===== src/hw/rtl/nmea_sentence_filter_checker_defines.svh =====
// assertion macros for the nmea sentence filter checker
// used by the modules that carry concurrent assertions, no other dependencies
`ifndef NMEA_SENTENCE_FILTER_CHECKER_DEFINES_SVH
`define NMEA_SENTENCE_FILTER_CHECKER_DEFINES_SVH

// same-cycle implication
`define NSFC_ASSERT_HOLDS(label, clk, rst_n, ante, cons, msg) \
    label: assert property (@(posedge clk) disable iff (!rst_n) (ante) |-> (cons)) \
        else $error(msg);

// next-cycle implication
`define NSFC_ASSERT_NEXT(label, clk, rst_n, ante, cons, msg) \
    label: assert property (@(posedge clk) disable iff (!rst_n) (ante) |=> (cons)) \
        else $error(msg);

`endif


===== src/hw/rtl/nsfc_pkg.sv =====
// shared types, character codes and lookup functions for the nmea sentence filter checker
// no dependencies
`default_nettype none

package nsfc_pkg;

    localparam logic [7:0] CH_DOLLAR = 8'h24;
    localparam logic [7:0] CH_STAR   = 8'h2A;
    localparam logic [7:0] CH_CR     = 8'h0D;
    localparam logic [7:0] CH_NUL    = 8'h00;

    localparam int NUM_NAMES = 3;
    localparam int NAME_LEN  = 5;
    localparam int LEN_W     = 7;
    localparam int OUT_DATA_W = 16;

    typedef enum logic [1:0] {
        KIND_GNRMC = 2'd0,
        KIND_GPGSA = 2'd1,
        KIND_GNGGA = 2'd2
    } kind_t;

    typedef struct packed {
        logic       valid;
        logic [7:0] data;
    } byte_beat_t;

    typedef struct packed {
        kind_t             sentence_type;
        logic              checksum_ok;
        logic [LEN_W-1:0]  sentence_length;
    } result_t;

    // expected character of name k at name index idx (0 to 4)
    function automatic logic [7:0] name_char(input logic [1:0] k, input logic [2:0] idx);
        logic [7:0] c;
        c = 8'h00;
        case ({k, idx})
            {KIND_GNRMC, 3'd0}: c = "G";
            {KIND_GNRMC, 3'd1}: c = "N";
            {KIND_GNRMC, 3'd2}: c = "R";
            {KIND_GNRMC, 3'd3}: c = "M";
            {KIND_GNRMC, 3'd4}: c = "C";
            {KIND_GPGSA, 3'd0}: c = "G";
            {KIND_GPGSA, 3'd1}: c = "P";
            {KIND_GPGSA, 3'd2}: c = "G";
            {KIND_GPGSA, 3'd3}: c = "S";
            {KIND_GPGSA, 3'd4}: c = "A";
            {KIND_GNGGA, 3'd0}: c = "G";
            {KIND_GNGGA, 3'd1}: c = "N";
            {KIND_GNGGA, 3'd2}: c = "G";
            {KIND_GNGGA, 3'd3}: c = "G";
            {KIND_GNGGA, 3'd4}: c = "A";
            default:            c = 8'h00;
        endcase
        return c;
    endfunction

    // hex digit value, all ones (-1) for anything that is not a hex digit
    function automatic logic signed [4:0] hex_value(input logic [7:0] b);
        logic signed [4:0] v;
        v = 5'sh1F;
        if (b >= "0" && b <= "9") begin
            v = 5'(b - 8'h30);
        end
        else if (b >= "A" && b <= "F") begin
            v = 5'(b - 8'h37);
        end
        else if (b >= "a" && b <= "f") begin
            v = 5'(b - 8'h57);
        end
        return v;
    endfunction

endpackage

`default_nettype wire


===== src/hw/rtl/nsfc_tracker.sv =====
// sentence state, name filter and checksum check, one byte per cycle while advance is high
// depends on nsfc_pkg and nmea_sentence_filter_checker_defines.svh
`default_nettype none
`include "nmea_sentence_filter_checker_defines.svh"

module nsfc_tracker #(
    parameter int MAX_LEN = 128
) (
    input  wire logic               clk,
    input  wire logic               rst_n,
    input  wire nsfc_pkg::byte_beat_t beat,
    input  wire logic               advance,
    output logic                    res_valid,
    output nsfc_pkg::result_t       res
);

    localparam int PW = $clog2(MAX_LEN);
    localparam logic [PW-1:0] LAST_POS = PW'(MAX_LEN - 1);
    localparam logic [PW-1:0] MIN_POS  = PW'(6);

    logic                    step;
    logic [7:0]              b;

    logic                    collecting_reg, collecting_next;
    logic [PW-1:0]           position_reg, position_next;
    logic [2:0]              name_match_reg, name_match_next;
    nsfc_pkg::kind_t         kind_reg, kind_next;
    logic [7:0]              xor_reg, xor_next;
    logic                    star_reg, star_next;
    logic                    zero_reg, zero_next;
    logic [1:0]              digits_reg, digits_next;
    logic signed [4:0]       hi_reg, hi_next;
    logic signed [4:0]       lo_reg, lo_next;

    logic                    emit;
    logic [9:0]              cs_value;

    assign step = beat.valid && advance;
    assign b    = beat.data;

    always_comb
    begin
        collecting_next = collecting_reg;
        position_next   = position_reg;
        name_match_next = name_match_reg;
        kind_next       = kind_reg;
        xor_next        = xor_reg;
        star_next       = star_reg;
        zero_next       = zero_reg;
        digits_next     = digits_reg;
        hi_next         = hi_reg;
        lo_next         = lo_reg;
        emit            = 1'b0;

        if (b == nsfc_pkg::CH_DOLLAR) begin
            collecting_next = 1'b1;
            position_next   = '0;
            name_match_next = 3'b111;
            kind_next       = nsfc_pkg::KIND_GNRMC;
            xor_next        = '0;
            star_next       = 1'b0;
            zero_next       = 1'b0;
            digits_next     = '0;
            hi_next         = 5'sh1F;
            lo_next         = 5'sh1F;
        end

        if (collecting_next) begin
            if (position_next >= PW'(1) && position_next <= PW'(5)) begin
                for (int k = 0; k < nsfc_pkg::NUM_NAMES; k++) begin
                    if (nsfc_pkg::name_char(2'(k), 3'(position_next[2:0] - 3'd1)) != b) begin
                        name_match_next[k] = 1'b0;
                    end
                end
            end

            if (position_next == PW'(5) && name_match_next == 3'b000) begin
                collecting_next = 1'b0;
            end
            else begin
                if (position_next == PW'(5)) begin
                    if (name_match_next[0]) begin
                        kind_next = nsfc_pkg::KIND_GNRMC;
                    end
                    else if (name_match_next[1]) begin
                        kind_next = nsfc_pkg::KIND_GPGSA;
                    end
                    else begin
                        kind_next = nsfc_pkg::KIND_GNGGA;
                    end
                end

                if (position_next >= LAST_POS) begin
                    collecting_next = 1'b0;
                end
                else if (b == nsfc_pkg::CH_CR) begin
                    collecting_next = 1'b0;
                    emit            = position_next >= MIN_POS;
                end
                else begin
                    if (position_next >= PW'(1)) begin
                        if (!star_next) begin
                            if (!zero_next) begin
                                if (b == nsfc_pkg::CH_STAR) begin
                                    star_next = 1'b1;
                                end
                                else if (b == nsfc_pkg::CH_NUL) begin
                                    zero_next = 1'b1;
                                end
                                else begin
                                    xor_next = xor_next ^ b;
                                end
                            end
                        end
                        else if (digits_next < 2'd2) begin
                            if (digits_next == 2'd0) begin
                                hi_next = nsfc_pkg::hex_value(b);
                            end
                            else begin
                                lo_next = nsfc_pkg::hex_value(b);
                            end
                            digits_next = digits_next + 2'd1;
                        end
                    end
                    position_next = position_next + PW'(1);
                end
            end
        end
    end

    // hi*16 + lo in ten bit two's complement
    assign cs_value = {hi_reg[4], hi_reg, 4'b0000} + {{5{lo_reg[4]}}, lo_reg};

    assign res_valid           = step && emit;
    assign res.sentence_type   = kind_next;
    assign res.checksum_ok     = star_reg && (cs_value == {2'b00, xor_reg});
    assign res.sentence_length = nsfc_pkg::LEN_W'(position_reg);

    always_ff @(posedge clk or negedge rst_n)
    begin
        if (!rst_n) begin
            collecting_reg <= 1'b0;
            position_reg   <= '0;
            name_match_reg <= 3'b111;
            kind_reg       <= nsfc_pkg::KIND_GNRMC;
            xor_reg        <= '0;
            star_reg       <= 1'b0;
            zero_reg       <= 1'b0;
            digits_reg     <= '0;
            hi_reg         <= 5'sh1F;
            lo_reg         <= 5'sh1F;
        end
        else if (step) begin
            collecting_reg <= collecting_next;
            position_reg   <= position_next;
            name_match_reg <= name_match_next;
            kind_reg       <= kind_next;
            xor_reg        <= xor_next;
            star_reg       <= star_next;
            zero_reg       <= zero_next;
            digits_reg     <= digits_next;
            hi_reg         <= hi_next;
            lo_reg         <= lo_next;
        end
    end

    `NSFC_ASSERT_HOLDS(a_emit_needs_sentence, clk, rst_n, res_valid, collecting_reg && position_reg >= MIN_POS, "result without a named sentence")
    `NSFC_ASSERT_HOLDS(a_star_excludes_zero, clk, rst_n, star_reg, !zero_reg, "star and zero byte both seen")
    `NSFC_ASSERT_HOLDS(a_digits_after_star, clk, rst_n, digits_reg != 2'd0, star_reg && digits_reg != 2'd3, "digit taken without star")
    `NSFC_ASSERT_HOLDS(a_named_past_five, clk, rst_n, collecting_reg && position_reg > PW'(5), name_match_reg != 3'b000, "collecting with no name match")

endmodule

`default_nettype wire


===== config.mk =====
export PLATFORM = sky130hd
export DESIGN_NAME = nsfc_tracker
export DESIGN_NICKNAME = d
export VERILOG_FILES = /design/src/hw/rtl/nsfc_pkg.sv /design/src/hw/rtl/nsfc_tracker.sv
export VERILOG_INCLUDE_DIRS = /design/src /design/src/hw/rtl
export SDC_FILE = /design/constraint.sdc
export NUM_CORES = 1
export LEC_CHECK = 0
export ABC_AREA = 1
export BUFFER_PORTS_ARGS = -buffer_cell sky130_fd_sc_hd__buf_2
export CORE_MARGIN = 2
export CORE_UTILIZATION = 50
export CTS_CLUSTER_DIAMETER = 40
export DETAILED_ROUTE_END_ITERATION = 12
export HOLD_SLACK_MARGIN = 0.12
export PLACE_DENSITY = 0.7
export SETUP_SLACK_MARGIN = 0.05
export SLEW_MARGIN = 20
export SYNTH_ARGS = -nofsm -noshare
export SYNTH_HDL_FRONTEND = slang
export SYNTH_SLANG_ARGS = --single-unit

===== constraint.sdc =====
create_clock -name clk -period 4.9 [get_ports clk]
set_input_delay 0.98 -clock clk [delete_from_list [all_inputs] [get_ports clk]]
set_output_delay 0.98 -clock clk [all_outputs]
set_load 0.02 [all_outputs]

==> summary.md, run 1 <==
| Metric | Value |
|---|---|
| Maximum fanout along the worst path | `7` |
| Slew margin rel. | `45.0%` |
| Largest net degree at the start of global routing | `36` |
| Mapped Area | `3650 µm²` |
| Nets@finish | `628` |
| Inserted Clock Buffers | `5` |
| Slew @ Worst Pin | `0.825 ns` |
| Clk slew on worst S/H paths | `0.08 ns` |
| DIE AREA | `7990 µm²` |
| FP Rows | `31` |
| Leading cell type in the layout, fill and taps excluded | `nand2_1` |
| Final hold vios | `0` |
| First DRT Iteration DRCs | `303` |
| Max-cap violations | `0` |
| Drt total wl | `10300 µm` |
| Fin worst setup slack | `0.260 ns` |
| Wire per inst | `14.7 µm` |
| Number of flip-flops in the largest register | `8` |
| Via/cell ratio | `5.49` |
| Max layer used | `met4` |
| Final period utilization | `94.7%` |
| Clock Skew | `0.00625 ns` |
| RSZ-0062 raised after global routing | `false` |
| Slew Limit Fails | `0` |
| Min-delay worst type | `flip-flop to flip-flop` |
| Initial antenna violation count | `0` |
| Residual DRC | `0` |
| Average size of a mapped cell | `6.39 µm²` |
| Die Span Y | `89.4 µm` |
| Final Power | `1.48 mW` |
| TritonCTS sink count | `35` |
| # H-tree levels | `2` |
| Placed Cells | `689` |
| Post-route setup TNS | `0 ns` |
| Ant. Diodes | `0` |
| Vias | `3839` |
| Gr ovfl total | `0` |
| Worst VDD drop | `0.160 mV` |
| CTS Root Cell | `clkbuf_8` |
| Post-Place Setup Slack | `0.0203 ns` |
| Area delta synth->final | `13.1%` |
| Share of post-route cells with drive strength above 1 | `21.2%` |
| PD cells | `358 nW/µm²` |
| Vias in the first global route | `3616` |
| Met3 WL | `574 µm` |
| Clk_lat worst skew | `0.29 ns` |
| WS Path Type | `input port to primary output` |
| Crit path capture type | `primary output` |
| Status | `complete, no violations` |
| Initial Util | `51.1%` |
| GRT Overall Usage | `27.5%` |
| First drt pass iteration count | `5` |
| Minimum clock period | `4.64 ns` |
| CP Launch Type | `input port` |
| Top Ports | `23` |
| Req. time, crit path | `3.92 ns` |
| Leakage | `2.07 nW` |
| CP Data Arrival Time | `3.66 ns` |
| Die Wd | `89.4 µm` |
| TritonCTS clock tree | `done` |
| Worst-case reg-to-reg path depth | `22` |
| Most frequent cells in the layout | `nand2_1, inv_1, nand3_1` |
| DP Wirelength | `7660 µm` |
| Fmax achieved | `0.216 GHz` |
| Mapped Nets | `600` |
| WL met2 | `5070 µm` |
| Core area | `7140 µm²` |
| First-pass GRT wire length | `17100 µm` |
| Final GP Congestion | `0.936` |
| Hold path cells | `2` |
| Non-Filler Instances | `699` |
| Async SR Flop Fraction | `100%` |
| Post-DRT Antenna Nets | `0` |
| Synth warn | `0` |
| EDFF count, synth | `0` |
| Met1 wire length | `4370 µm` |
| Maximum clock path buffer count | `2` |
| Post-synthesis cell count | `571` |
| Synth Flop Type | `dfrtp_1` |
| #FFs+latches synth | `35` |
| Port Buffers | `22` |
| Number of setup violations in the final report | `0` |
| Final core occ | `57.8%` |
| Post-synthesis cell type count | `43` |
| Sequential area share after synthesis | `24.5%` |
## cells by family after synthesis
kind of cell	count (synthesis)	synth area share (%)
compound gates	69	10.7
buf+inv	89	10.3
fa+ha+maj	17	6.04
flops	35	24.5
xor+xnor	18	4.32
simple gates	343	44.1
## synthesized netlist by cell type, types with 6 or more instances
cell / count / area, µm²
nand2_1: 178 / 668
inv_1: 56 / 210
nand3_1: 49 / 245
nor2_1: 44 / 165
o21ai_0: 33 / 165
dfrtp_1: 22 / 551
ha_1: 16 / 200
nand4_1: 16 / 100
nor3_1: 16 / 80.1
xor2_1: 14 / 123
dfstp_2: 13 / 342
nand2_2: 13 / 81.3
inv_2: 12 / 45.0
a21oi_1: 10 / 50.1
buf_2: 8 / 40.0
clkbuf_1: 6 / 22.5
o21ai_1: 6 / 30.0
o22ai_1: 6 / 37.5
## layer usage
layer  up-vias  track usage (%)
met5         -                0
met4         0             8.01
met3        19             3.51
met2       128             48.6
met1      1776             35.1
li1       1916                -
## report_power, final
| group | switching (mW) | internal (mW) |
|---|---|---|
| sequential | 0.0491 | 0.348 |
| clock | 0.117 | 0.152 |
| combinational | 0.503 | 0.309 |
## final timing paths
path                                 start         endpoint  slack, ns
hold reg to reg                  lo_reg[2]        lo_reg[2]       0.47
setup reg to reg           position_reg[1]  position_reg[0]       1.68
min in group asynchronous            rst_n       xor_reg[5]       0.78
max in group asynchronous            rst_n  position_reg[1]       3.59
hold / removal                   lo_reg[2]        lo_reg[2]       0.47
setup / recovery                   beat[6]           res[8]       0.26
## cell type report
type | instances | area (µm²)
clock buffer | 5 | 68.8
clock inverter | 3 | 43.8
fill | 738 | 3010
inverter | 70 | 265
multi-input combinational | 447 | 2480
sequential | 35 | 892
tap | 99 | 124
timing repair buffer | 40 | 254
## critical path, cell delays in order
cell and delay, ns:
buf_2 0.16, inv_2 0.09, nand2_2 0.07, nor2_4 0.17
nand2_8 0.10, nand2_8 0.09, ha_4 0.15, ha_4 0.20
nor2_2 0.20, nand2_2 0.14, nand4_4 0.16, nand2_1 0.06
nand3_1 0.08, nor2_1 0.05, nand2_1 0.07, nand2_2 0.08
a21oi_2 0.18, nand3_2 0.14, nand2_2 0.10, nand2_1 0.10
a31oi_4 0.13, buf_4 0.15
## repair_timing
| action | CTS | global route |
|---|---|---|
| pin swaps | 0 | 8 |
| setup buffers | 0 | 2 |
| gates resized for setup | 2 | 20 |
| endpoints found under the setup margin | 2 | 3 |
| hold buffers | 0 | 0 |
## metrics by stage
step	instance area [µm²]	hold WS, ns
after global routing	4130	0.490
after floorplan	3660	0.448
after global placement	3910	0.456
final	4130	0.471
after CTS	4030	0.473
after detailed placement	3910	0.459
Note: power is estimated with default switching activity, not from simulation.
==> inputs of run 2 (changes only) <==
--- a/config.mk
+++ b/config.mk
@@ -6,14 +6,16 @@
 export SDC_FILE = /design/constraint.sdc
 export NUM_CORES = 1
 export LEC_CHECK = 0
-export ABC_AREA = 1
 export BUFFER_PORTS_ARGS = -buffer_cell sky130_fd_sc_hd__buf_2
+export CELL_PAD_IN_SITES_DETAIL_PLACEMENT = 0
+export CELL_PAD_IN_SITES_GLOBAL_PLACEMENT = 1
 export CORE_MARGIN = 2
-export CORE_UTILIZATION = 50
+export CORE_UTILIZATION = 42
 export CTS_CLUSTER_DIAMETER = 40
 export DETAILED_ROUTE_END_ITERATION = 12
+export GPL_TIMING_DRIVEN = 0
 export HOLD_SLACK_MARGIN = 0.12
-export PLACE_DENSITY = 0.7
+export PLACE_DENSITY_LB_ADDON = 0.1
 export SETUP_SLACK_MARGIN = 0.05
 export SLEW_MARGIN = 20
 export SYNTH_ARGS = -nofsm -noshare
==> summary.md, run 2 <==
| Metric | Value |
|---|---|
| Leakage | `1.64 nW (was 2.07 nW)` |
| DP Wirelength | `6900 µm (was 7660 µm)` |
| Ant. Diodes | `0 (unchanged)` |
| #FFs+latches synth | `35 (unchanged)` |
| Mapped Area | `3080 µm² (was 3650 µm²)` |
| GR Util met2 | `42.6% (was 48.6%)` |
| CP Data Arrival Time | `4.13 ns (was 3.66 ns)` |
| PD cells | `267 nW/µm² (was 358 nW/µm²)` |
| Final GP Congestion | `0.899 (was 0.936)` |
| First drt pass iteration count | `4 (was 5)` |
| Top Ports | `23 (unchanged)` |
| Die Span Y | `89.6 µm (was 89.4 µm)` |
| DIE AREA | `8030 µm² (was 7990 µm²)` |
| Number of setup violations in the final report | `3 (was 0)` |
| Post-synthesis cell count | `373 (was 571)` |
| Largest stage delay, worst path | `0.43 ns (was 0.20 ns)` |
| Slew @ Worst Pin | `0.895 ns (was 0.825 ns)` |
| Async SR Flop Fraction | `100% (unchanged)` |
| Clk slew on worst S/H paths | `0.07 ns (was 0.08 ns)` |
| Vias in the first global route | `2823 (was 3616)` |
| Worst VDD drop | `0.225 mV (was 0.160 mV)` |
| Hold path startpoint | `name_match_reg[2] (was lo_reg[2])` |
| Initial Util | `42.9% (was 51.1%)` |
| Slew Limit Fails | `0 (unchanged)` |
| Clock Skew | `0.0125 ns (was 0.00625 ns)` |
| Maximum fanout along the worst path | `7 (unchanged)` |
| Worst-case reg-to-reg path depth | `15 (was 22)` |
| Min-delay worst type | `flip-flop to flip-flop (unchanged)` |
| Gr busiest metal | `met2 (unchanged)` |
| GRT Overall Usage | `24.9% (was 27.5%)` |
| Maximum clock path buffer count | `2 (unchanged)` |
| Hold path cells | `2 (unchanged)` |
| Final hold vios | `0 (unchanged)` |
| CTS Root Cell | `clkbuf_8 (unchanged)` |
| Req. time, crit path | `3.92 ns (about the same)` |
| Final Power | `1.08 mW (was 1.48 mW)` |
| Final period utilization | `104% (was 94.7%)` |
| CP Launch Type | `input port (unchanged)` |
| Most frequent cells in the layout | `nand2_1, buf_4, nor2_1 (was nand2_1, inv_1, nand3_1)` |
| Gr ovfl total | `0 (unchanged)` |
| Failing checks | `negative setup slack` |
| Drt total wl | `9600 µm (was 10300 µm)` |
| Residual DRC | `0 (unchanged)` |
| Most frequent CP cell | `ha_4 (was nand2_2)` |
| Wire per inst | `17.9 µm (was 14.7 µm)` |
| Max-cap violations | `0 (unchanged)` |
| Area delta synth->final | `31.7% (was 13.1%)` |
| Average size of a mapped cell | `8.25 µm² (was 6.39 µm²)` |
| First DRT Iteration DRCs | `139 (was 303)` |
| Status | `complete, but fails checks (was complete, no violations)` |
| Slew margin rel. | `39.8% (was 45.0%)` |
| Largest net degree at the start of global routing | `36 (unchanged)` |
| Synth Flop Type | `dfrtp_1 (unchanged)` |
| Nets@finish | `465 (was 628)` |
| GR Util met3 | `3.66% (was 3.51%)` |
| Port Buffers | `21 (was 22)` |
| Via/cell ratio | `5.70 (was 5.49)` |
| FF-to-FF setup slack | `0.84 ns (was 1.68 ns)` |
| WHS Endpoint | `name_match_reg[2] (was lo_reg[2])` |
| Fin worst setup slack | `-0.214 ns (was 0.260 ns)` |
| Crit path capture type | `primary output (unchanged)` |
| RR Startpoint | `position_reg[1] (unchanged)` |
| Number of flip-flops in the largest register | `8 (unchanged)` |
| Clk_lat worst skew | `0.30 ns (was 0.29 ns)` |
| Met1 usage | `32.5% (was 35.1%)` |
| First-pass GRT wire length | `14900 µm (was 17100 µm)` |
| Synth top area share | `17.9% (was 18.3%)` |
| Sequential area share after synthesis | `29.0% (was 24.5%)` |
| TritonCTS sink count | `35 (unchanged)` |
| TritonCTS clock tree | `done (unchanged)` |
| Critical path's slowest cell | `or4_4 (was ha_4)` |
| RSZ-0062 raised after global routing | `true (was false)` |
| Final core occ | `56.5% (was 57.8%)` |
| Share of post-route cells with drive strength above 1 | `30.9% (was 21.2%)` |
| Leading cell type in the layout, fill and taps excluded | `nand2_1 (unchanged)` |
| Vias | `3055 (was 3839)` |
| Core area | `7180 µm² (was 7140 µm²)` |
| FP Rows | `31 (unchanged)` |
| FF-to-FF End | `xor_reg[1] (was position_reg[0])` |
| Most frequent cell after synthesis | `nand2_1 (unchanged)` |
| Post-DRT Antenna Nets | `0 (unchanged)` |
| Synth warn | `0 (unchanged)` |
| Cell taking the most area after synthesis | `dfrtp_1 (was nand2_1)` |
| Fmax achieved | `0.196 GHz (was 0.216 GHz)` |
| Post-synth top cells | `nand2_1, nor2_1, dfrtp_1 (was nand2_1, inv_1, nand3_1)` |
| Mapped Nets | `402 (was 600)` |
| Post-synthesis cell type count | `70 (was 43)` |
| WS Path Type | `input port to primary output (unchanged)` |
| Minimum clock period | `5.11 ns (was 4.64 ns)` |
| Worst path cell trace | `buf_12 -> inv_8 -> ha_4 -> and3b_2 -> nand2_4 -> clkbuf_16 -> and2_4 -> inv_4 -> ha_4 -> ha_4 -> o21ba_4 -> or4_4 -> o21ai_4 -> o2111ai_4 -> o21ai_2 -> o31ai_4 -> nor2_4 -> and3_4 -> buf_6 (was buf_2 -> inv_2 -> nand2_2 -> nor2_4 -> nand2_8 -> nand2_8 -> ha_4 -> ha_4 -> nor2_2 -> nand2_2 -> nand4_4 -> nand2_1 -> nand3_1 -> nor2_1 -> nand2_1 -> nand2_2 -> a21oi_2 -> nand3_2 -> nand2_2 -> nand2_1 -> a31oi_4 -> buf_4)` |
| # H-tree levels | `2 (unchanged)` |
| Die Wd | `89.6 µm (was 89.4 µm)` |
| Initial antenna violation count | `0 (unchanged)` |
| Top cells by area, synth | `dfrtp_1, dfstp_2, ha_1, xnor2_1, nand2_1 (was nand2_1, dfrtp_1, dfstp_2, nand3_1, inv_1)` |
| Inserted Clock Buffers | `5 (unchanged)` |
| EDFF count, synth | `0 (unchanged)` |
==> run 2: cell count changes after synthesis, sizes merged, moves of 16 or more <==
| cell | previous run | this run |
|---|---|---|
| nand3 | 54 | 16 |
| xnor2 | 4 | 20 |
| inv | 69 | 15 |
| o21ai | 40 | 16 |
| nand2 | 196 | 43 |
==> run 2: per-stage QoR <==
| stage | setup slack (ns) | instance area [µm²] | hold WS [ns] | instances | setup TNS [ns] |
|---|---|---|---|---|---|
| finish | -0.214 | 4060 | 0.509 | 536 | -0.535 |
| CTS | -0.461 | 3890 | 0.509 | 525 | -1.11 |
| global placement | -1.04 | 3490 | 0.485 | 493 | -8.71 |
| detailed placement | -1.03 | 3490 | 0.495 | 493 | -8.68 |
| floorplan | -0.179 | 3260 | 0.467 | 373 | -0.275 |
| global route | -0.287 | 4060 | 0.522 | 536 | -0.790 |
==> run 2: worst max-delay path by stage <==
stage,startpoint,to,slack [ns],depth (start not counted)
after detailed placement,beat[0],res_valid,-1.03,21
after global routing,beat[0],res_valid,-0.29,19
after global placement,beat[0],res_valid,-1.04,21
after floorplan,beat[1],res_valid,-0.18,19
after CTS,beat[1],res_valid,-0.46,21
final,beat[0],res_valid,-0.21,19
==> run 2: final cells by class <==
| cell class | count | area, µm² |
|---|---|---|
| repair buffers | 58 | 464 |
| fillers | 689 | 3120 |
| flip-flops and latches | 35 | 892 |
| inverters | 15 | 73.8 |
| well taps | 99 | 124 |
| clock inverters | 1 | 7.51 |
| clock buffers | 7 | 96.3 |
| multi-input cells | 306 | 2280 |
| plain buffers | 15 | 120 |
==> run 2: per-layer routing <==
metal | part of all wire (%) | wire, µm | up-vias
met1 | 45 | 4320 | 1508
met5 | 0 | 0 | -
li1 | - | - | 1489
met2 | 50 | 4790 | 42
met4 | 2.0 | 188 | 0
met3 | 3.2 | 305 | 16
==> run 2: kinds of logic (layout without fill, tap and decap cells) <==
group | Yosys count | in the layout | share of synthesized area (%)
AND/OR/NAND/NOR | 165 | 165 | 28.6
AO/OA/AOI/OAI | 90 | 90 | 20.2
flip-flops | 35 | 35 | 29.0
buffers and inverters | 32 | 96 | 4.67
XOR/XNOR | 25 | 25 | 7.11
adder cells (fa/ha/maj) | 17 | 17 | 7.15
multiplexers | 9 | 9 | 3.25
==> run 2: what timing repair did <==
action	in CTS	in global routing
cloned	0	1
setup buffers	24	12
pin swaps	15	20
setup endpoints to repair	13	3
resized for setup	27	27
hold buffers	0	0
==> run 2: power breakdown <==
group          internal [mW]  switching (mW)  leakage (nW)
clock network          0.128           0.116        0.0505
registers              0.328          0.0294         0.418
logic                  0.226           0.255          1.18
==> run 2: worst max-delay path, delay by kind of cell <==
kind,cells,cell delay [ns]
adders and majority gates,3,0.59
and+or+nand+nor,6,1.23
AOI/OAI and AO/OA,5,0.91
buffers and inverters,5,0.41
==> inputs of run 3 (changes only) <==
--- a/config.mk
+++ b/config.mk
@@ -15,6 +15,7 @@
 export DETAILED_ROUTE_END_ITERATION = 12
 export GPL_TIMING_DRIVEN = 0
 export HOLD_SLACK_MARGIN = 0.12
+export MAX_ROUTING_LAYER = met4
 export PLACE_DENSITY_LB_ADDON = 0.1
 export SETUP_SLACK_MARGIN = 0.05
 export SLEW_MARGIN = 20
==> summary.md, run 3 (synthesized netlist as in run 2, its figures left out) <==
| Metric | Value |
|---|---|
| Minimum clock period | `5.11 ns (about the same)` |
| Largest net degree at the start of global routing | `36 (unchanged)` |
| Hold path startpoint | `name_match_reg[2] (unchanged)` |
| WS Path Type | `input port to primary output (unchanged)` |
| Clock Skew | `0.0118 ns (was 0.0125 ns)` |
| Final Power | `1.08 mW (about the same)` |
| Initial antenna violation count | `0 (unchanged)` |
| Drt total wl | `9590 µm (was 9600 µm)` |
| Status | `complete, but fails checks (unchanged)` |
| First DRT Iteration DRCs | `136 (was 139)` |
| Top Ports | `23 (unchanged)` |
| Internal | `682 µW (about the same)` |
| Crit path capture type | `primary output (unchanged)` |
| # H-tree levels | `2 (unchanged)` |
| Final period utilization | `104% (about the same)` |
| # hold bufs at CTS | `0 (unchanged)` |
| DP Wirelength | `6900 µm (unchanged)` |
| RSZ-0062 raised after global routing | `true (unchanged)` |
| Clock power frac | `22.3% (was 22.5%)` |
| Die Wd | `89.6 µm (unchanged)` |
| Die Span Y | `89.6 µm (unchanged)` |
| Max-cap violations | `0 (unchanged)` |
| Ant. Diodes | `0 (unchanged)` |
| Slew @ Worst Pin | `0.888 ns (was 0.895 ns)` |
| Largest stage delay, worst path | `0.43 ns (about the same)` |
| CP startpoint | `beat[0] (unchanged)` |
| Port Buffers | `21 (unchanged)` |
| Core area | `7180 µm² (unchanged)` |
| Worst VDD drop | `0.223 mV (was 0.225 mV)` |
| Share of post-route cells with drive strength above 1 | `30.9% (unchanged)` |
| Worst-case reg-to-reg path depth | `15 (unchanged)` |
| Net Switching | `398 µW (was 400 µW)` |
| RR Startpoint | `position_reg[1] (unchanged)` |
| CP Data Arrival Time | `4.13 ns (about the same)` |
| Critical path's slowest cell | `or4_4 (unchanged)` |
| Area delta synth->final | `31.7% (unchanged)` |
| Min-delay worst type | `flip-flop to flip-flop (unchanged)` |
| Gr ovfl total | `0 (unchanged)` |
| Nets@finish | `465 (unchanged)` |
| FP Rows | `31 (unchanged)` |
| GRT Overall Usage | `25.6% (was 24.9%)` |
| Slew margin rel. | `40.3% (was 39.8%)` |
| Most frequent CP cell | `ha_4 (unchanged)` |
| Final core occ | `56.5% (unchanged)` |
| Fin Hold WS | `0.508 ns (was 0.509 ns)` |
| Residual DRC | `0 (unchanged)` |
| CTS Root Cell | `clkbuf_8 (unchanged)` |
| PD cells | `266 nW/µm² (was 267 nW/µm²)` |
| First-pass GRT wire length | `14900 µm (about the same)` |
| DIE AREA | `8030 µm² (unchanged)` |
| Number of setup violations in the final report | `3 (unchanged)` |
| Fmax achieved | `0.196 GHz (about the same)` |
| Inserted Clock Buffers | `5 (unchanged)` |
| Via/cell ratio | `5.71 (was 5.70)` |
| Initial Util | `42.9% (unchanged)` |
| TritonCTS sink count | `35 (unchanged)` |
| TritonCTS clock tree | `done (unchanged)` |
| Most frequent cells in the layout | `nand2_1, buf_4, nor2_1 (unchanged)` |
| Comb power frac | `44.6% (was 44.5%)` |
| Vias in the first global route | `2828 (was 2823)` |
| Worst path cell trace | `buf_12 -> inv_8 -> ha_4 -> and3b_2 -> nand2_4 -> clkbuf_16 -> and2_4 -> inv_4 -> ha_4 -> ha_4 -> o21ba_4 -> or4_4 -> o21ai_4 -> o2111ai_4 -> o21ai_2 -> o31ai_4 -> nor2_4 -> and3_4 -> buf_6 (unchanged)` |
| Maximum fanout along the worst path | `7 (unchanged)` |
| Post-route setup TNS | `-0.527 ns (was -0.535 ns)` |
| Final GP Congestion | `0.914 (was 0.899)` |
| Final hold vios | `0 (unchanged)` |
| Clk_lat worst skew | `0.29 ns (was 0.30 ns)` |
| Vias | `3059 (was 3055)` |
| Leakage | `1.64 nW (unchanged)` |
| Failing checks | `negative setup slack (unchanged)` |
| Slew Limit Fails | `0 (unchanged)` |
| CP Launch Type | `input port (unchanged)` |
| Req. time, crit path | `3.92 ns (about the same)` |
| Maximum clock path buffer count | `2 (unchanged)` |
| Share of power burned in registers | `33.1% (was 33.0%)` |
| Wire per inst | `17.9 µm (about the same)` |
| Switch share | `36.8% (was 37.0%)` |
| Clk slew on worst S/H paths | `0.07 ns (about the same)` |
| Fin worst setup slack | `-0.214 ns (about the same)` |
| Number of flip-flops in the largest register | `8 (unchanged)` |
| Post-DRT Antenna Nets | `0 (unchanged)` |
| First drt pass iteration count | `4 (unchanged)` |
| Leading cell type in the layout, fill and taps excluded | `nand2_1 (unchanged)` |
| Hold path cells | `2 (unchanged)` |
==> run 3: cell counts in the layout (fill, tap and decap cells not counted) <==
No cell type changed its count.
==> run 3: area by class of cell <==
cell class / count / area [µm²]
flip-flops and latches: 35 / 892
well taps: 99 / 124
plain buffers: 15 / 120
multi-input cells: 306 / 2280
clock buffers: 7 / 96.3
inverters: 15 / 73.8
fillers: 689 / 3120
repair buffers: 58 / 464
clock inverters: 1 / 7.51
==> run 3: what timing repair did <==
action / in CTS / in global routing
gates cloned: 0 / 1
setup buffers: 24 / 12
gates resized for setup: 27 / 27
pin swaps: 15 / 20
endpoints found under the setup margin: 13 / 3
==> run 3: worst paths after layout <==
check | endpoint | slack, ns
min in group asynchronous | xor_reg[7] | 0.77
worst max-delay path | res_valid | -0.21
worst min-delay path | name_match_reg[2] | 0.51
worst max register to register | xor_reg[1] | 0.83
max in group asynchronous | xor_reg[5] | 3.61
worst min register to register | name_match_reg[2] | 0.51
==> run 3: power groups by stage <==
| stage | registers [mW] | logic (mW) | clock network, mW |
|---|---|---|---|
| 2_1_floorplan | 0.361 | 0.295 | 0 |
| 3_3_place_gp | 0.363 | 0.383 | 0 |
| 3_5_place_dp | 0.362 | 0.387 | 0 |
| 4_1_cts | 0.357 | 0.437 | 0.245 |
| 5_1_grt | 0.363 | 0.522 | 0.257 |
| 6_report | 0.357 | 0.482 | 0.240 |
==> run 3: through the flow <==
stage	area [µm²]	setup WS, ns	cells
3_5_place_dp	3490	-1.03	493
2_1_floorplan	3260	-0.179	373
6_report	4060	-0.214	536
3_3_place_gp	3490	-1.04	493
5_1_grt	4060	-0.287	536
4_1_cts	3890	-0.461	525
==> run 3: critical path, delay by kind of cell <==
family	cells	cell delay, ns
buffers and inverters	5	0.41
adders and majority gates	3	0.59
and+or+nand+nor	6	1.23
AOI/OAI and AO/OA	5	0.90
==> run 3: layer usage <==
layer | GRT usage [%] | share of wire, % | up-vias
met2 | 42.7 | 49 | 51
met4 | 6.92 | 2.1 | 0
li1 | - | - | 1490
met3 | 3.66 | 3.6 | 18
met1 | 32.5 | 45 | 1500
met5 | - | 0 | -
